<file path="config.mk">
export PLATFORM = sky130hd
export DESIGN_NAME = credit_flow_link_endpoint_top
export DESIGN_NICKNAME = d
export VERILOG_FILES = /design/src/cfle_pkg.sv /design/src/credit_flow_link_endpoint_top.sv /design/src/cfle_ram.sv /design/src/cfle_ctrl.sv /design/src/cfle_dp.sv
export SDC_FILE = /design/constraint.sdc
export NUM_CORES = 2
export LEC_CHECK = 0
export BUFFER_PORTS_ARGS = -buffer_cell sky130_fd_sc_hd__buf_2
export CAP_MARGIN = 20
export CORE_MARGIN = 1
export CORE_UTILIZATION = 30
export DETAILED_ROUTE_END_ITERATION = 12
export SLEW_MARGIN = 20
export SYNTH_ARGS = -nofsm -noshare
export SYNTH_HDL_FRONTEND = slang
export SYNTH_SLANG_ARGS = --single-unit
</file>
<file path="constraint.sdc">
create_clock -name clk -period 28.6 [get_ports clk]
set_input_delay 1.43 -clock clk [delete_from_list [all_inputs] [get_ports clk]]
set_output_delay 1.43 -clock clk [all_outputs]
set_load 0.01 [all_outputs]
</file>
<file path="src/cfle_pkg.sv">
// ----------------------------------------------------------------------------
// Credit flow link endpoint package
// Shared sizes, codes and the command/status bundles between the controller
// and the datapath.
// ----------------------------------------------------------------------------
`default_nettype none

package cfle_pkg;

  // Sizes of the receive FIFO and of the transmit credit.
  localparam int FIFO_DEPTH     = 64;
  localparam int INITIAL_CREDIT = 64;
  localparam int PTR_W          = $clog2(FIFO_DEPTH);
  localparam int CNT_W          = $clog2(FIFO_DEPTH + 1);
  localparam int CRED_W         = $clog2(INITIAL_CREDIT + 1);

  // Field widths.
  localparam int KIND_W  = 2;
  localparam int LEN_W   = 11;
  localparam int MAC_W   = 48;
  localparam int TYPE_W  = 16;
  localparam int WORD_W  = 64;
  localparam int STAT_W  = 3;
  localparam int REQ_W   = 2;

  // Configuration port.
  localparam int CFG_IDX_W  = 3;
  localparam int CFG_DATA_W = 48;

  localparam logic [CFG_IDX_W-1:0] CFG_OWN_MAC      = 3'd0;
  localparam logic [CFG_IDX_W-1:0] CFG_LINK_ETYPE   = 3'd1;
  localparam logic [CFG_IDX_W-1:0] CFG_TOKEN_CODE   = 3'd2;
  localparam logic [CFG_IDX_W-1:0] CFG_DATA_CODE    = 3'd3;
  localparam logic [CFG_IDX_W-1:0] CFG_FRAME_LENGTH = 3'd4;

  // Request kinds.
  localparam logic [KIND_W-1:0] KIND_FRAME = 2'd0;
  localparam logic [KIND_W-1:0] KIND_READ  = 2'd1;
  localparam logic [KIND_W-1:0] KIND_WRITE = 2'd2;

  // Result status codes.
  localparam logic [STAT_W-1:0] STAT_OK           = 3'd0;
  localparam logic [STAT_W-1:0] STAT_IGNORED      = 3'd1;
  localparam logic [STAT_W-1:0] STAT_RX_OVERFLOW  = 3'd2;
  localparam logic [STAT_W-1:0] STAT_CREDIT_OVF   = 3'd3;
  localparam logic [STAT_W-1:0] STAT_READ_EMPTY   = 3'd4;
  localparam logic [STAT_W-1:0] STAT_NO_CREDIT    = 3'd5;
  localparam logic [STAT_W-1:0] STAT_UNKNOWN_TYPE = 3'd6;

  // Send request codes.
  localparam logic [REQ_W-1:0] REQ_NONE  = 2'd0;
  localparam logic [REQ_W-1:0] REQ_DATA  = 2'd1;
  localparam logic [REQ_W-1:0] REQ_TOKEN = 2'd2;

  // Controller to datapath commands.
  typedef struct packed {
    logic capture;   // latch the accepted request
    logic rd_issue;  // read the FIFO head from the store
    logic commit;    // update state and load the result register
  } cmd_t;

  // Datapath to controller status.
  typedef struct packed {
    logic pop;       // the held request dequeues a word
    logic slot_free; // the result register can take a new result
  } sts_t;

endpackage

`default_nettype wire

</file>
<file path="src/credit_flow_link_endpoint_top.sv">
// ----------------------------------------------------------------------------
// Credit flow link endpoint
// Frame filter, receive FIFO and transmit credit counter of a one-word-per-
// frame link, with host read and write requests.
//
//   Channel  Handshake             Direction  Payload
//   in_      in_valid / in_ready   request    kind, frame, MAC, types, word
//   out_     out_valid / out_ready result     status, send request, words
//   cfg_     cfg_we                write      index, 48-bit data
//
// A request is captured in the idle state and committed from the execute
// state, which loads its result into the output register. A host read that
// dequeues a word passes through a data wait state before its commit, since
// the word store has a registered read port. One request is in flight at a
// time; the next is accepted while the previous result waits in the output
// register. A stalled output holds the commit of the following request. Reset
// is synchronous; the word store has no clearing pass, as no entry is read
// before it is written.
// ----------------------------------------------------------------------------
`default_nettype none

module credit_flow_link_endpoint_top (
  input  wire logic                            clk,
  input  wire logic                            rst_n,
  // Configuration
  input  wire logic                            cfg_we,
  input  wire logic [cfle_pkg::CFG_IDX_W-1:0]  cfg_index,
  input  wire logic [cfle_pkg::CFG_DATA_W-1:0] cfg_wdata,
  // Request channel
  input  wire logic                            in_valid,
  output logic                                 in_ready,
  input  wire logic [cfle_pkg::KIND_W-1:0]     in_kind,
  input  wire logic [cfle_pkg::LEN_W-1:0]      in_frame_length,
  input  wire logic [cfle_pkg::MAC_W-1:0]      in_dest_mac,
  input  wire logic [cfle_pkg::TYPE_W-1:0]     in_etype,
  input  wire logic [cfle_pkg::TYPE_W-1:0]     in_ptype,
  input  wire logic [cfle_pkg::WORD_W-1:0]     in_data_word,
  // Result channel
  output logic                                 out_valid,
  input  wire logic                            out_ready,
  output logic      [cfle_pkg::STAT_W-1:0]     out_status,
  output logic      [cfle_pkg::REQ_W-1:0]      out_send_request,
  output logic      [cfle_pkg::WORD_W-1:0]     out_send_word,
  output logic                                 out_read_valid,
  output logic      [cfle_pkg::WORD_W-1:0]     out_read_word
);

  import cfle_pkg::*;

  cmd_t cmd;
  sts_t sts;

  // Controller.
  cfle_ctrl u_ctrl (
    .clk      (clk),
    .rst_n    (rst_n),
    .in_valid (in_valid),
    .in_ready (in_ready),
    .sts      (sts),
    .cmd      (cmd)
  );

  // Datapath.
  cfle_dp u_dp (
    .clk              (clk),
    .rst_n            (rst_n),
    .cfg_we           (cfg_we),
    .cfg_index        (cfg_index),
    .cfg_wdata        (cfg_wdata),
    .in_kind          (in_kind),
    .in_frame_length  (in_frame_length),
    .in_dest_mac      (in_dest_mac),
    .in_etype         (in_etype),
    .in_ptype         (in_ptype),
    .in_data_word     (in_data_word),
    .out_valid        (out_valid),
    .out_ready        (out_ready),
    .out_status       (out_status),
    .out_send_request (out_send_request),
    .out_send_word    (out_send_word),
    .out_read_valid   (out_read_valid),
    .out_read_word    (out_read_word),
    .cmd              (cmd),
    .sts              (sts)
  );

  // A dequeued word always comes with a token request and an ok status.
  a_read_token : assert property (@(posedge clk) disable iff (!rst_n)
    (out_valid && out_read_valid) |->
      (out_status == STAT_OK && out_send_request == REQ_TOKEN))
    else $error("dequeued word without token request");

  // A data frame request never carries a dequeued word.
  a_data_req : assert property (@(posedge clk) disable iff (!rst_n)
    (out_valid && out_send_request == REQ_DATA) |->
      (out_status == STAT_OK && !out_read_valid))
    else $error("data frame request with bad status");

  // Only one request is in flight: no acceptance right after another.
  a_one_inflight : assert property (@(posedge clk) disable iff (!rst_n)
    (in_valid && in_ready) |=> !in_ready)
    else $error("request accepted while another is in flight");

  // A store read is always followed by a wait, never by a new request.
  a_read_wait : assert property (@(posedge clk) disable iff (!rst_n)
    cmd.rd_issue |=> (!in_ready && !cmd.rd_issue))
    else $error("store read not followed by the data wait");

endmodule

`default_nettype wire

</file>
<file path="src/cfle_ram.sv">
// ----------------------------------------------------------------------------
// Generic single-port-write RAM
// One write port and one read port with registered read data.
// ----------------------------------------------------------------------------
`default_nettype none

module cfle_ram #(
  parameter int WIDTH = 64,
  parameter int DEPTH = 64
) (
  input  wire logic                     clk,
  input  wire logic                     we,
  input  wire logic [$clog2(DEPTH)-1:0] waddr,
  input  wire logic [WIDTH-1:0]         wdata,
  input  wire logic                     re,
  input  wire logic [$clog2(DEPTH)-1:0] raddr,
  output logic      [WIDTH-1:0]         rdata
);

  logic [WIDTH-1:0] mem [DEPTH];

  // Write port.
  always_ff @(posedge clk) begin
    if (we) begin
      mem[waddr] <= wdata;
    end
  end

  // Registered read; the data holds until the next read.
  always_ff @(posedge clk) begin
    if (re) begin
      rdata <= mem[raddr];
    end
  end

endmodule

`default_nettype wire

</file>
<file path="src/cfle_ctrl.sv">
// ----------------------------------------------------------------------------
// Credit flow link endpoint controller
// Sequences one request at a time: capture, optional store read, commit.
// ----------------------------------------------------------------------------
`default_nettype none

module cfle_ctrl (
  input  wire logic          clk,
  input  wire logic          rst_n,
  input  wire logic          in_valid,
  output logic               in_ready,
  input  wire cfle_pkg::sts_t sts,
  output cfle_pkg::cmd_t     cmd
);

  import cfle_pkg::*;

  localparam logic [1:0] S_IDLE  = 2'd0;
  localparam logic [1:0] S_EXEC  = 2'd1;
  localparam logic [1:0] S_RDATA = 2'd2;

  logic [1:0] state_r;
  logic [1:0] state_nxt;

  // Next state and commands.
  always_comb begin
    state_nxt = state_r;
    cmd       = '0;
    in_ready  = 1'b0;
    case (state_r)
      S_IDLE: begin
        in_ready = 1'b1;
        if (in_valid) begin
          cmd.capture = 1'b1;
          state_nxt   = S_EXEC;
        end
      end
      S_EXEC: begin
        if (sts.pop) begin
          cmd.rd_issue = 1'b1;
          state_nxt    = S_RDATA;
        end else if (sts.slot_free) begin
          cmd.commit = 1'b1;
          state_nxt  = S_IDLE;
        end
      end
      S_RDATA: begin
        if (sts.slot_free) begin
          cmd.commit = 1'b1;
          state_nxt  = S_IDLE;
        end
      end
      default: begin
        state_nxt = S_IDLE;
      end
    endcase
  end

  // State register.
  always_ff @(posedge clk) begin
    if (!rst_n) begin
      state_r <= S_IDLE;
    end else begin
      state_r <= state_nxt;
    end
  end

endmodule

`default_nettype wire

</file>
<file path="src/cfle_dp.sv">
// ----------------------------------------------------------------------------
// Credit flow link endpoint datapath
// Configuration registers, request holding register, frame decode, FIFO
// pointers, credit counter, receive store and result register.
// ----------------------------------------------------------------------------
`default_nettype none

module cfle_dp (
  input  wire logic                            clk,
  input  wire logic                            rst_n,
  // Configuration
  input  wire logic                            cfg_we,
  input  wire logic [cfle_pkg::CFG_IDX_W-1:0]  cfg_index,
  input  wire logic [cfle_pkg::CFG_DATA_W-1:0] cfg_wdata,
  // Request payload
  input  wire logic [cfle_pkg::KIND_W-1:0]     in_kind,
  input  wire logic [cfle_pkg::LEN_W-1:0]      in_frame_length,
  input  wire logic [cfle_pkg::MAC_W-1:0]      in_dest_mac,
  input  wire logic [cfle_pkg::TYPE_W-1:0]     in_etype,
  input  wire logic [cfle_pkg::TYPE_W-1:0]     in_ptype,
  input  wire logic [cfle_pkg::WORD_W-1:0]     in_data_word,
  // Result channel
  output logic                                 out_valid,
  input  wire logic                            out_ready,
  output logic      [cfle_pkg::STAT_W-1:0]     out_status,
  output logic      [cfle_pkg::REQ_W-1:0]      out_send_request,
  output logic      [cfle_pkg::WORD_W-1:0]     out_send_word,
  output logic                                 out_read_valid,
  output logic      [cfle_pkg::WORD_W-1:0]     out_read_word,
  // Controller link
  input  wire cfle_pkg::cmd_t                  cmd,
  output cfle_pkg::sts_t                       sts
);

  import cfle_pkg::*;

  // Configuration registers.
  logic [MAC_W-1:0]  own_mac_r;
  logic [TYPE_W-1:0] link_etype_r;
  logic [TYPE_W-1:0] token_code_r;
  logic [TYPE_W-1:0] data_code_r;
  logic [LEN_W-1:0]  frame_len_cfg_r;

  // Held request.
  logic [KIND_W-1:0] kind_r;
  logic [LEN_W-1:0]  flen_r;
  logic [MAC_W-1:0]  mac_r;
  logic [TYPE_W-1:0] etype_r;
  logic [TYPE_W-1:0] ptype_r;
  logic [WORD_W-1:0] word_r;

  // FIFO and credit state.
  logic [PTR_W-1:0]  wptr_r;
  logic [PTR_W-1:0]  rptr_r;
  logic [CNT_W-1:0]  count_r;
  logic [CRED_W-1:0] credit_r;
  logic [WORD_W-1:0] ram_rdata;

  // Result register.
  logic              out_valid_r;
  logic [STAT_W-1:0] out_status_r;
  logic [REQ_W-1:0]  out_req_r;
  logic [WORD_W-1:0] out_send_word_r;
  logic              out_read_valid_r;
  logic [WORD_W-1:0] out_read_word_r;

  // Decode outcome.
  logic              frame_match;
  logic [STAT_W-1:0] res_status;
  logic [REQ_W-1:0]  res_req;
  logic              do_inc;
  logic              do_dec;
  logic              do_push;
  logic              do_pop;

  // Configuration writes; unknown indexes are ignored.
  always_ff @(posedge clk) begin
    if (!rst_n) begin
      own_mac_r       <= '0;
      link_etype_r    <= '0;
      token_code_r    <= '0;
      data_code_r     <= '0;
      frame_len_cfg_r <= '0;
    end else if (cfg_we) begin
      case (cfg_index)
        CFG_OWN_MAC:      own_mac_r       <= cfg_wdata;
        CFG_LINK_ETYPE:   link_etype_r    <= cfg_wdata[TYPE_W-1:0];
        CFG_TOKEN_CODE:   token_code_r    <= cfg_wdata[TYPE_W-1:0];
        CFG_DATA_CODE:    data_code_r     <= cfg_wdata[TYPE_W-1:0];
        CFG_FRAME_LENGTH: frame_len_cfg_r <= cfg_wdata[LEN_W-1:0];
        default: ;
      endcase
    end
  end

  // Request holding register.
  always_ff @(posedge clk) begin
    if (cmd.capture) begin
      kind_r  <= in_kind;
      flen_r  <= in_frame_length;
      mac_r   <= in_dest_mac;
      etype_r <= in_etype;
      ptype_r <= in_ptype;
      word_r  <= in_data_word;
    end
  end

  assign frame_match = (flen_r == frame_len_cfg_r) && (mac_r == own_mac_r) &&
                       (etype_r == link_etype_r);

  // Outcome of the held request against the current state.
  always_comb begin
    res_status = STAT_IGNORED;
    res_req    = REQ_NONE;
    do_inc     = 1'b0;
    do_dec     = 1'b0;
    do_push    = 1'b0;
    do_pop     = 1'b0;
    case (kind_r)
      KIND_FRAME: begin
        if (!frame_match) begin
          res_status = STAT_IGNORED;
        end else if (ptype_r == token_code_r) begin
          // A token code wins when both codes are equal.
          if (credit_r >= CRED_W'(INITIAL_CREDIT)) begin
            res_status = STAT_CREDIT_OVF;
          end else begin
            res_status = STAT_OK;
            do_inc     = 1'b1;
          end
        end else if (ptype_r == data_code_r) begin
          if (count_r >= CNT_W'(FIFO_DEPTH)) begin
            res_status = STAT_RX_OVERFLOW;
          end else begin
            res_status = STAT_OK;
            do_push    = 1'b1;
          end
        end else begin
          res_status = STAT_UNKNOWN_TYPE;
        end
      end
      KIND_READ: begin
        if (count_r == '0) begin
          res_status = STAT_READ_EMPTY;
        end else begin
          res_status = STAT_OK;
          res_req    = REQ_TOKEN;
          do_pop     = 1'b1;
        end
      end
      KIND_WRITE: begin
        if (credit_r == '0) begin
          res_status = STAT_NO_CREDIT;
        end else begin
          res_status = STAT_OK;
          res_req    = REQ_DATA;
          do_dec     = 1'b1;
        end
      end
      default: begin
        res_status = STAT_IGNORED;
      end
    endcase
  end

  // Pointers, word count and credit, updated on commit.
  always_ff @(posedge clk) begin
    if (!rst_n) begin
      wptr_r   <= '0;
      rptr_r   <= '0;
      count_r  <= '0;
      credit_r <= CRED_W'(INITIAL_CREDIT);
    end else if (cmd.commit) begin
      if (do_push) begin
        wptr_r  <= (wptr_r == PTR_W'(FIFO_DEPTH - 1)) ? '0 : wptr_r + 1'b1;
        count_r <= count_r + 1'b1;
      end
      if (do_pop) begin
        rptr_r  <= (rptr_r == PTR_W'(FIFO_DEPTH - 1)) ? '0 : rptr_r + 1'b1;
        count_r <= count_r - 1'b1;
      end
      if (do_inc) begin
        credit_r <= credit_r + 1'b1;
      end
      if (do_dec) begin
        credit_r <= credit_r - 1'b1;
      end
    end
  end

  // Receive word store.
  cfle_ram #(
    .WIDTH (WORD_W),
    .DEPTH (FIFO_DEPTH)
  ) u_store (
    .clk   (clk),
    .we    (cmd.commit & do_push),
    .waddr (wptr_r),
    .wdata (word_r),
    .re    (cmd.rd_issue),
    .raddr (rptr_r),
    .rdata (ram_rdata)
  );

  // Result register valid flag.
  always_ff @(posedge clk) begin
    if (!rst_n) begin
      out_valid_r <= 1'b0;
    end else if (cmd.commit) begin
      out_valid_r <= 1'b1;
    end else if (out_ready) begin
      out_valid_r <= 1'b0;
    end
  end

  // Result register payload.
  always_ff @(posedge clk) begin
    if (cmd.commit) begin
      out_status_r     <= res_status;
      out_req_r        <= res_req;
      out_send_word_r  <= (res_req == REQ_DATA) ? word_r : '0;
      out_read_valid_r <= do_pop;
      out_read_word_r  <= do_pop ? ram_rdata : '0;
    end
  end

  assign sts.pop       = do_pop;
  assign sts.slot_free = !out_valid_r || out_ready;

  assign out_valid        = out_valid_r;
  assign out_status       = out_status_r;
  assign out_send_request = out_req_r;
  assign out_send_word    = out_send_word_r;
  assign out_read_valid   = out_read_valid_r;
  assign out_read_word    = out_read_word_r;

endmodule

`default_nettype wire
</file>
# Word-level counts from Yosys, hierarchy flattened
# Memory sizes are Yosys's and may differ from the RTL's. A register that Yosys moved wholly into a read port is not among the register bits.
# Index checks and enable logic that the tools add are counted.
# W data, S select, Z words.
[word_totals]
ff_bits = 427
ramBits = 4096
input_bits = 213
out_inout_bits = 136
elab_cells = 116
memories = 1
[op_classes]
add_sub_neg = 6
magnitude_cmp = 2
eq_ne = 17
muxes = 46
bitwise_logic = 1
reduce_logical = 21
[mem_list]
columns = ["memory", "words", "word_bits", "rd", "rd_ports_with_merged_regs", "write_ports", "line", "rtl"]
rows = [
  ["u_dp.u_store.mem", 64, 64, 1, 1, 1, "cfle_ram.sv:20", "logic [WIDTH-1:0] mem [DEPTH];"],
]
[ops]
columns = ["operator", "n"]
rows = [
  ["$eq A16 B16 Y1", 3],
  ["$eq A48 B48 Y1", 1],
  ["$mux W7", 4],
  ["$mux W1", 25],
  ["$reduce_and A2 Y1", 9],
  ["$mux W3", 5],
  ["$add A7 B1 Y7 const B", 2],
  ["$ge A7 B7 Y1 const B", 2],
  ["$logic_not A7 Y1", 2],
  ["$sub A7 B1 Y7 const B", 2],
  ["$add A6 B1 Y6 const B", 2],
  ["$eq A6 B6 Y1 const B", 2],
  ["$mux W2", 6],
  ["$mux W6", 2],
  ["$eq A11 B11 Y1", 1],
  ["$pmux W3 S3", 1],
  ["$eq A2 B1 Y1 const B", 3],
  ["$eq A3 B2 Y1 const B", 2],
  ["$pmux W2 S3", 1],
  ["$reduce_bool A2 Y1", 3],
  ["$eq A2 B2 Y1 const B", 2],
  ["$logic_not A2 Y1", 2],
  ["$pmux W2 S2", 1],
  ["$eq A3 B1 Y1 const B", 1],
  ["8 further kinds", 9],
]

# Depth between registers and ports, before layout
[logic_depth]
word_depth = 9
mapped_depth = 13
depth_no_buf = 12

# Hierarchy
# A second synthesis with hierarchy kept.
[hier_totals]
cells_unflattened = 7886
hier_area_um2 = 173682.8
[modules_own_cells]
columns = ["module", "instances", "cells_each", "area_each_um2", "seq_area_each_um2"]
rows = [
  ["cfle_ram", 1, 6598, 156989.3, 124919.8],
  ["cfle_dp", 1, 1264, 16494.6, 11421.0],
  ["cfle_ctrl", 1, 24, 198.9, 40.0],
]

# Least setup slack after synthesis
# No wires, ideal clock.
[synth_timing]
path_type = "input to register"
startpoint = "input out_ready"
endpoint = "memory u_dp.u_store.mem[61][0], enable pin"
setup_ps = 646
arrival_ps = 9087
required_ps = 27954
path_slack_ps = 18867
cell_stages = 8
cell_sequence = "nand2b_1 and3_1 a32oi_2 nor4_2 or3b_4 buf_2 buf_1 nor4_1"
[synth_between]
elab_chain_len = 7
[synth_lines]
columns = ["item", "line", "rtl"]
rows = [
  ["start: declaration", "credit_flow_link_endpoint_top.sv:40", "input wire logic out_ready,"],
  ["$logic_or A1 B1 Y1 *", "cfle_dp.sv:228", "assign sts.slot_free = !out_valid_r || out_ready;"],
  ["$mux W1 *", "cfle_ctrl.sv:42, cfle_ctrl.sv:48", ""],
  ["$mux W1", "cfle_ctrl.sv:39", "if (sts.pop) begin"],
  ["$pmux W1 S2 *", "cfle_ctrl.sv:30", "case (state_r)"],
  ["$and A1 B1 Y1 *", "cfle_dp.sv:197", ".we (cmd.commit & do_push),"],
  ["$mux W1 *", "cfle_ram.sv:24", "if (we) begin"],
  ["$mux W1 (implied by the code) *", "cfle_ram.sv:25", "mem[waddr] <= wdata;"],
  ["end: declaration", "cfle_ram.sv:20", ""],
]
# Every way passes the cells marked *; elsewhere a longest branch is shown, timed or not.

# Worst setup path after layout
[layout_timing]
startpoint = "register u_dp.count_r[2]"
endpoint = "memory u_dp.u_store.mem[22][39], enable pin"
[layout_between]
elab_chain_len = 9
word_cells_on_any_way = 14
classes_between = "order compare: 1; mux: 11; bitwise: 1; reduce/logical: 1"
[layout_lines]
columns = ["item", "line", "rtl"]
rows = [
  ["start: declaration", "cfle_dp.sv:55", "logic [CNT_W-1:0] count_r;"],
  ["start signal: assignment", "cfle_dp.sv:176", "count_r <= count_r + 1'b1;"],
  ["start signal: assignment", "cfle_dp.sv:180", "count_r <= count_r - 1'b1;"],
  ["$ge A7 B7 Y1", "cfle_dp.sv:132", "if (count_r >= CNT_W'(FIFO_DEPTH)) begin"],
  ["$mux W1", "cfle_dp.sv:132", ""],
  ["$mux W1", "cfle_dp.sv:131", "end else if (ptype_r == data_code_r) begin"],
  ["$mux W1", "cfle_dp.sv:123", "end else if (ptype_r == token_code_r) begin"],
  ["$mux W1", "cfle_dp.sv:121", "if (!frame_match) begin"],
  ["$mux W1", "cfle_dp.sv:119", "case (kind_r)"],
  ["$and A1 B1 Y1 *", "cfle_dp.sv:197", ""],
  ["$mux W1 *", "cfle_ram.sv:24", ""],
  ["$mux W1 (implied by the code) *", "cfle_ram.sv:25", ""],
]
# Marks and branches as above.

==> results.yml <==
outcome:
  status: "finished clean"
cells_and_area:
  nNetsFinal: 8122
  ff_latch_area_mm2: 0.136
  final_cell_mix: "edfxtp_1, mux4_2, clkbuf_16, buf_2, buf_4"
  area_growth_syn_to_layout_pct: 15.8
  multi_input_area_mm2: 0.0358
  layout_commonest_cell: "edfxtp_1"
  post-route-util: 0.349
  layout-drive-gt1-share: 0.325
  instances_no_fill: 15900
  fillers: 52200
power_and_ir_drop:
  vdd_ir_drop_max_mv: 0.0619
  leakage_uw: 0.0596
  p_per_area_mw_per_mm2: 67.7
sta:
  hold_ws_ns: 0.436
  relSlewSlack: 0.168
  setup_viol: 0
  rsz0062_at_grt: "false"
  worst_slack_ns: 22.05
  fin_crit_ns: 6.55
  fin_crit_sh: 0.229
  slew_viol_final: 0
  finalClockSkew_ns: 0.111
  worst_pin_slew_ns: 1.25
  setup_tns_ns: 0
  fmax_ghz: 0.153
  hold_viol: 0
synthesis:
  synth_compound_area_frac: 0.00556
  synthMuxAreaShare: 0.175
  synth_top_family_by_area: "multiplexers"
  synthArstFlopShare: 0
  syn_nets: 7413
  ys_ff_latch: 4587
  synth_edf_count: 4451
  ys.flop_type: "edfxtp_1"
  ys_types: 56
  synthAdderAreaFrac: 0.00168
  ys.warnings.count: 0
  seq_area_frac_synth: 0.788
  synth_xor_area_frac: 0.00612
  syn_area_per_cell_um2: 24.1
  synth_cells: 7178
  synth.cell_area_mm2: 0.173
  synthSimpleGateAreaFrac: 0.0158
route:
  drt_iter0_drc: 9914
  vias_per_cell: 5.13
  drt-total-wl_um: 472000
  first_pass_iters: 7
  routedWlPerCell_um: 29.7
  ant_nets: 0
  vias: 81400
  drcViolationCount: 0
worst_setup_path:
  cp_data_required_time_ns: 29.20
  startpoint: "u_dp.count_r[2]$_SDFFE_PN0P_"
  r2r_setup_slack_ns: 22.05
  crit_path_max_fanout: 25
  slowest_stage: "nor2_4"
  slowest_delay_ns: 1.20
  arrival_ns: 7.14
  cp_cell_sequence: "or4_4 -> o41ai_4 -> a32oi_2 -> nor4_2 -> nor3b_2 -> buf_4 -> nand4b_1 -> nor2_4 -> buf_4 -> buf_4"
  critPathMostFrequentCell: "buf_4"
  endpoint: "u_dp.u_store.mem[22][39]$_DFFE_PP_"
  startpoint_type: "register"
  worst_setup_path_end_kind: "register"
  timing.rr.end: "u_dp.u_store.mem[22][39]$_DFFE_PP_"
  worstRegToRegCells: 10
  r2r_start: "u_dp.count_r[2]$_SDFFE_PN0P_"
  path_class: "reg -> reg"
placement:
  port_buffers: 348
  place_hpwl_um: 261000
  gp_congestion: 0.929
  dp_slack_ns: 21.58
  place_inst: 15000
cts:
  cts_buffer_depth: 4
  insertion_delay_ns: 1.06
  cts_max_level: 5
  post_cts_buffers: 0
  ctsResizeCount: 0
  cts_tree: "built"
  hold_buffers: 0
  cts_buffers: 466
  cts_root_buf: "clkbuf_16"
  cts.clk_slew.worst_paths_ns: 0.06
  cts_sinks: 4587
global_route:
  overflow: 0
  grt_usage: 0.158
  grt_max_degree: 157
  grt_pass1_vias: 82800
  grt_pass1_wl_um: 657000
  antenna_found_initial: 42
floorplan:
  core_mm2: 0.574
  io_pins: 349
  die_h_um: 762
  start_util: 0.302
  die_area_mm2: 0.580
  die_w_um: 762
  num_rows: 278
min_path:
  hold_class: "reg -> reg"
flow_run:
  maxCapViolCount: 0
==> worst min-delay path by stage <==
stage                                         start                                    to  cells past startpoint  slack (ns)
2_1_floorplan      u_dp.data_code_r[0]$_SDFFE_PN0P_      u_dp.data_code_r[0]$_SDFFE_PN0P_                      2        0.45
3_3_place_gp         u_dp.own_mac_r[3]$_SDFFE_PN0P_        u_dp.own_mac_r[3]$_SDFFE_PN0P_                      2        0.45
3_5_place_dp   u_dp.frame_len_cfg_r[0]$_SDFFE_PN0P_  u_dp.frame_len_cfg_r[0]$_SDFFE_PN0P_                      2        0.46
4_1_cts            u_dp.u_store.rdata[32]$_DFFE_PP_  u_dp.out_read_word[32]$_SDFFCE_PN0P_                      1        0.44
5_1_grt            u_dp.u_store.rdata[32]$_DFFE_PP_  u_dp.out_read_word[32]$_SDFFCE_PN0P_                      1        0.45
6_report           u_dp.u_store.rdata[32]$_DFFE_PP_  u_dp.out_read_word[32]$_SDFFCE_PN0P_                      1        0.44
==> stage by stage <==
stage,total power (uW),cell area [um2]
after detailed placement,7740,185000
after floorplan,7640,173000
after global placement,7730,185000
after global routing,13900,200000
after CTS,13700,200000
final,13600,201000
==> layout make-up <==
type	instances	area share
Clock buffer	571	0.0607
Antenna cell	16	0.000200
Sequential cell	4587	0.680
Inverter	13	0.000300
Tap cell	7560	0.0472
Timing Repair Buffer	608	0.0193
Multi-Input combinational cell	2211	0.178
Clock inverter	292	0.0137
==> state kept, by name (all words and copies together) (netlist names), 11 cells and up <==
| signal | count |
|---|---|
| u_dp.mac_r | 48 |
| u_dp.ptype_r | 16 |
| u_dp.etype_r | 16 |
| u_dp.flen_r | 11 |
| u_dp.token_code_r | 16 |
| u_dp.data_code_r | 16 |
| u_dp.link_etype_r | 16 |
| u_dp.u_store.rdata | 64 |
| u_dp.u_store.mem | 4096 |
| u_dp.out_send_word | 64 |
| u_dp.own_mac_r | 48 |
| u_dp.frame_len_cfg_r | 11 |
| u_dp.out_read_word | 64 |
| u_dp.word_r | 64 |
==> synthesized netlist by cell type, types with 3 or more instances <==
cell         n  area share
nor4_1      19     0.00069
ha_1        20      0.0014
mux4_2    1344        0.17
nor2_1      61      0.0013
xor2_1      23      0.0012
nand4b_1     3     0.00015
o21bai_1     3     0.00013
o21ai_0     11     0.00032
nand3b_1     6     0.00026
inv_1       13     0.00028
nor2b_1      6     0.00022
dfxtp_1    136       0.016
nand3_1     15     0.00043
or3_1        8     0.00029
a21o_1       4     0.00017
buf_1       84      0.0018
and2_1     134      0.0048
clkbuf_1   279      0.0060
edfxtp_1  4451        0.77
a21oi_1    130      0.0038
nand2b_1     4     0.00014
nand2_1    230      0.0050
or2_2        3     0.00011
buf_2        3    0.000087
nor3_1      13     0.00038
xnor2_1     98      0.0050
nand4_1     27     0.00098
nor2_2       8     0.00029
o21ai_1      3    0.000087
o21a_1       4     0.00017
and3_1       6     0.00022
==> routing by layer <==
layer,wire length [um],up-vias,track usage
met2,224000,3858,0.254
met3,37000,715,0.0276
li1,-,32100,-
met4,15100,24,0.0473
met5,159,-,0
met1,195000,44700,0.220
==> critical path: cells and delay by family, from the launching register on <==
family	cells	cell delay, ns
compound gates	2	1.01
buf+inv	3	1.53
flops	1	0.34
simple gates	5	3.17
==> where the power goes <==
part,switching [uW],internal [uW]
clock,2650,3330
combinational,155,32.8
sequential,10.5,7400
total,2810,10800
==> cells by family (layout without fill, tap and decap cells) <==
kind of cell    Yosys count  count (layout)
flops                  4587            4587
mux                    1345            1345
simple gates            552             552
buf+inv                 380            1484
compound gates          171             171
xor+xnor                121             121
fa+ha+maj                22              22
other cells               0              16
No activity file was read; power rests on OpenSTA's default activity.
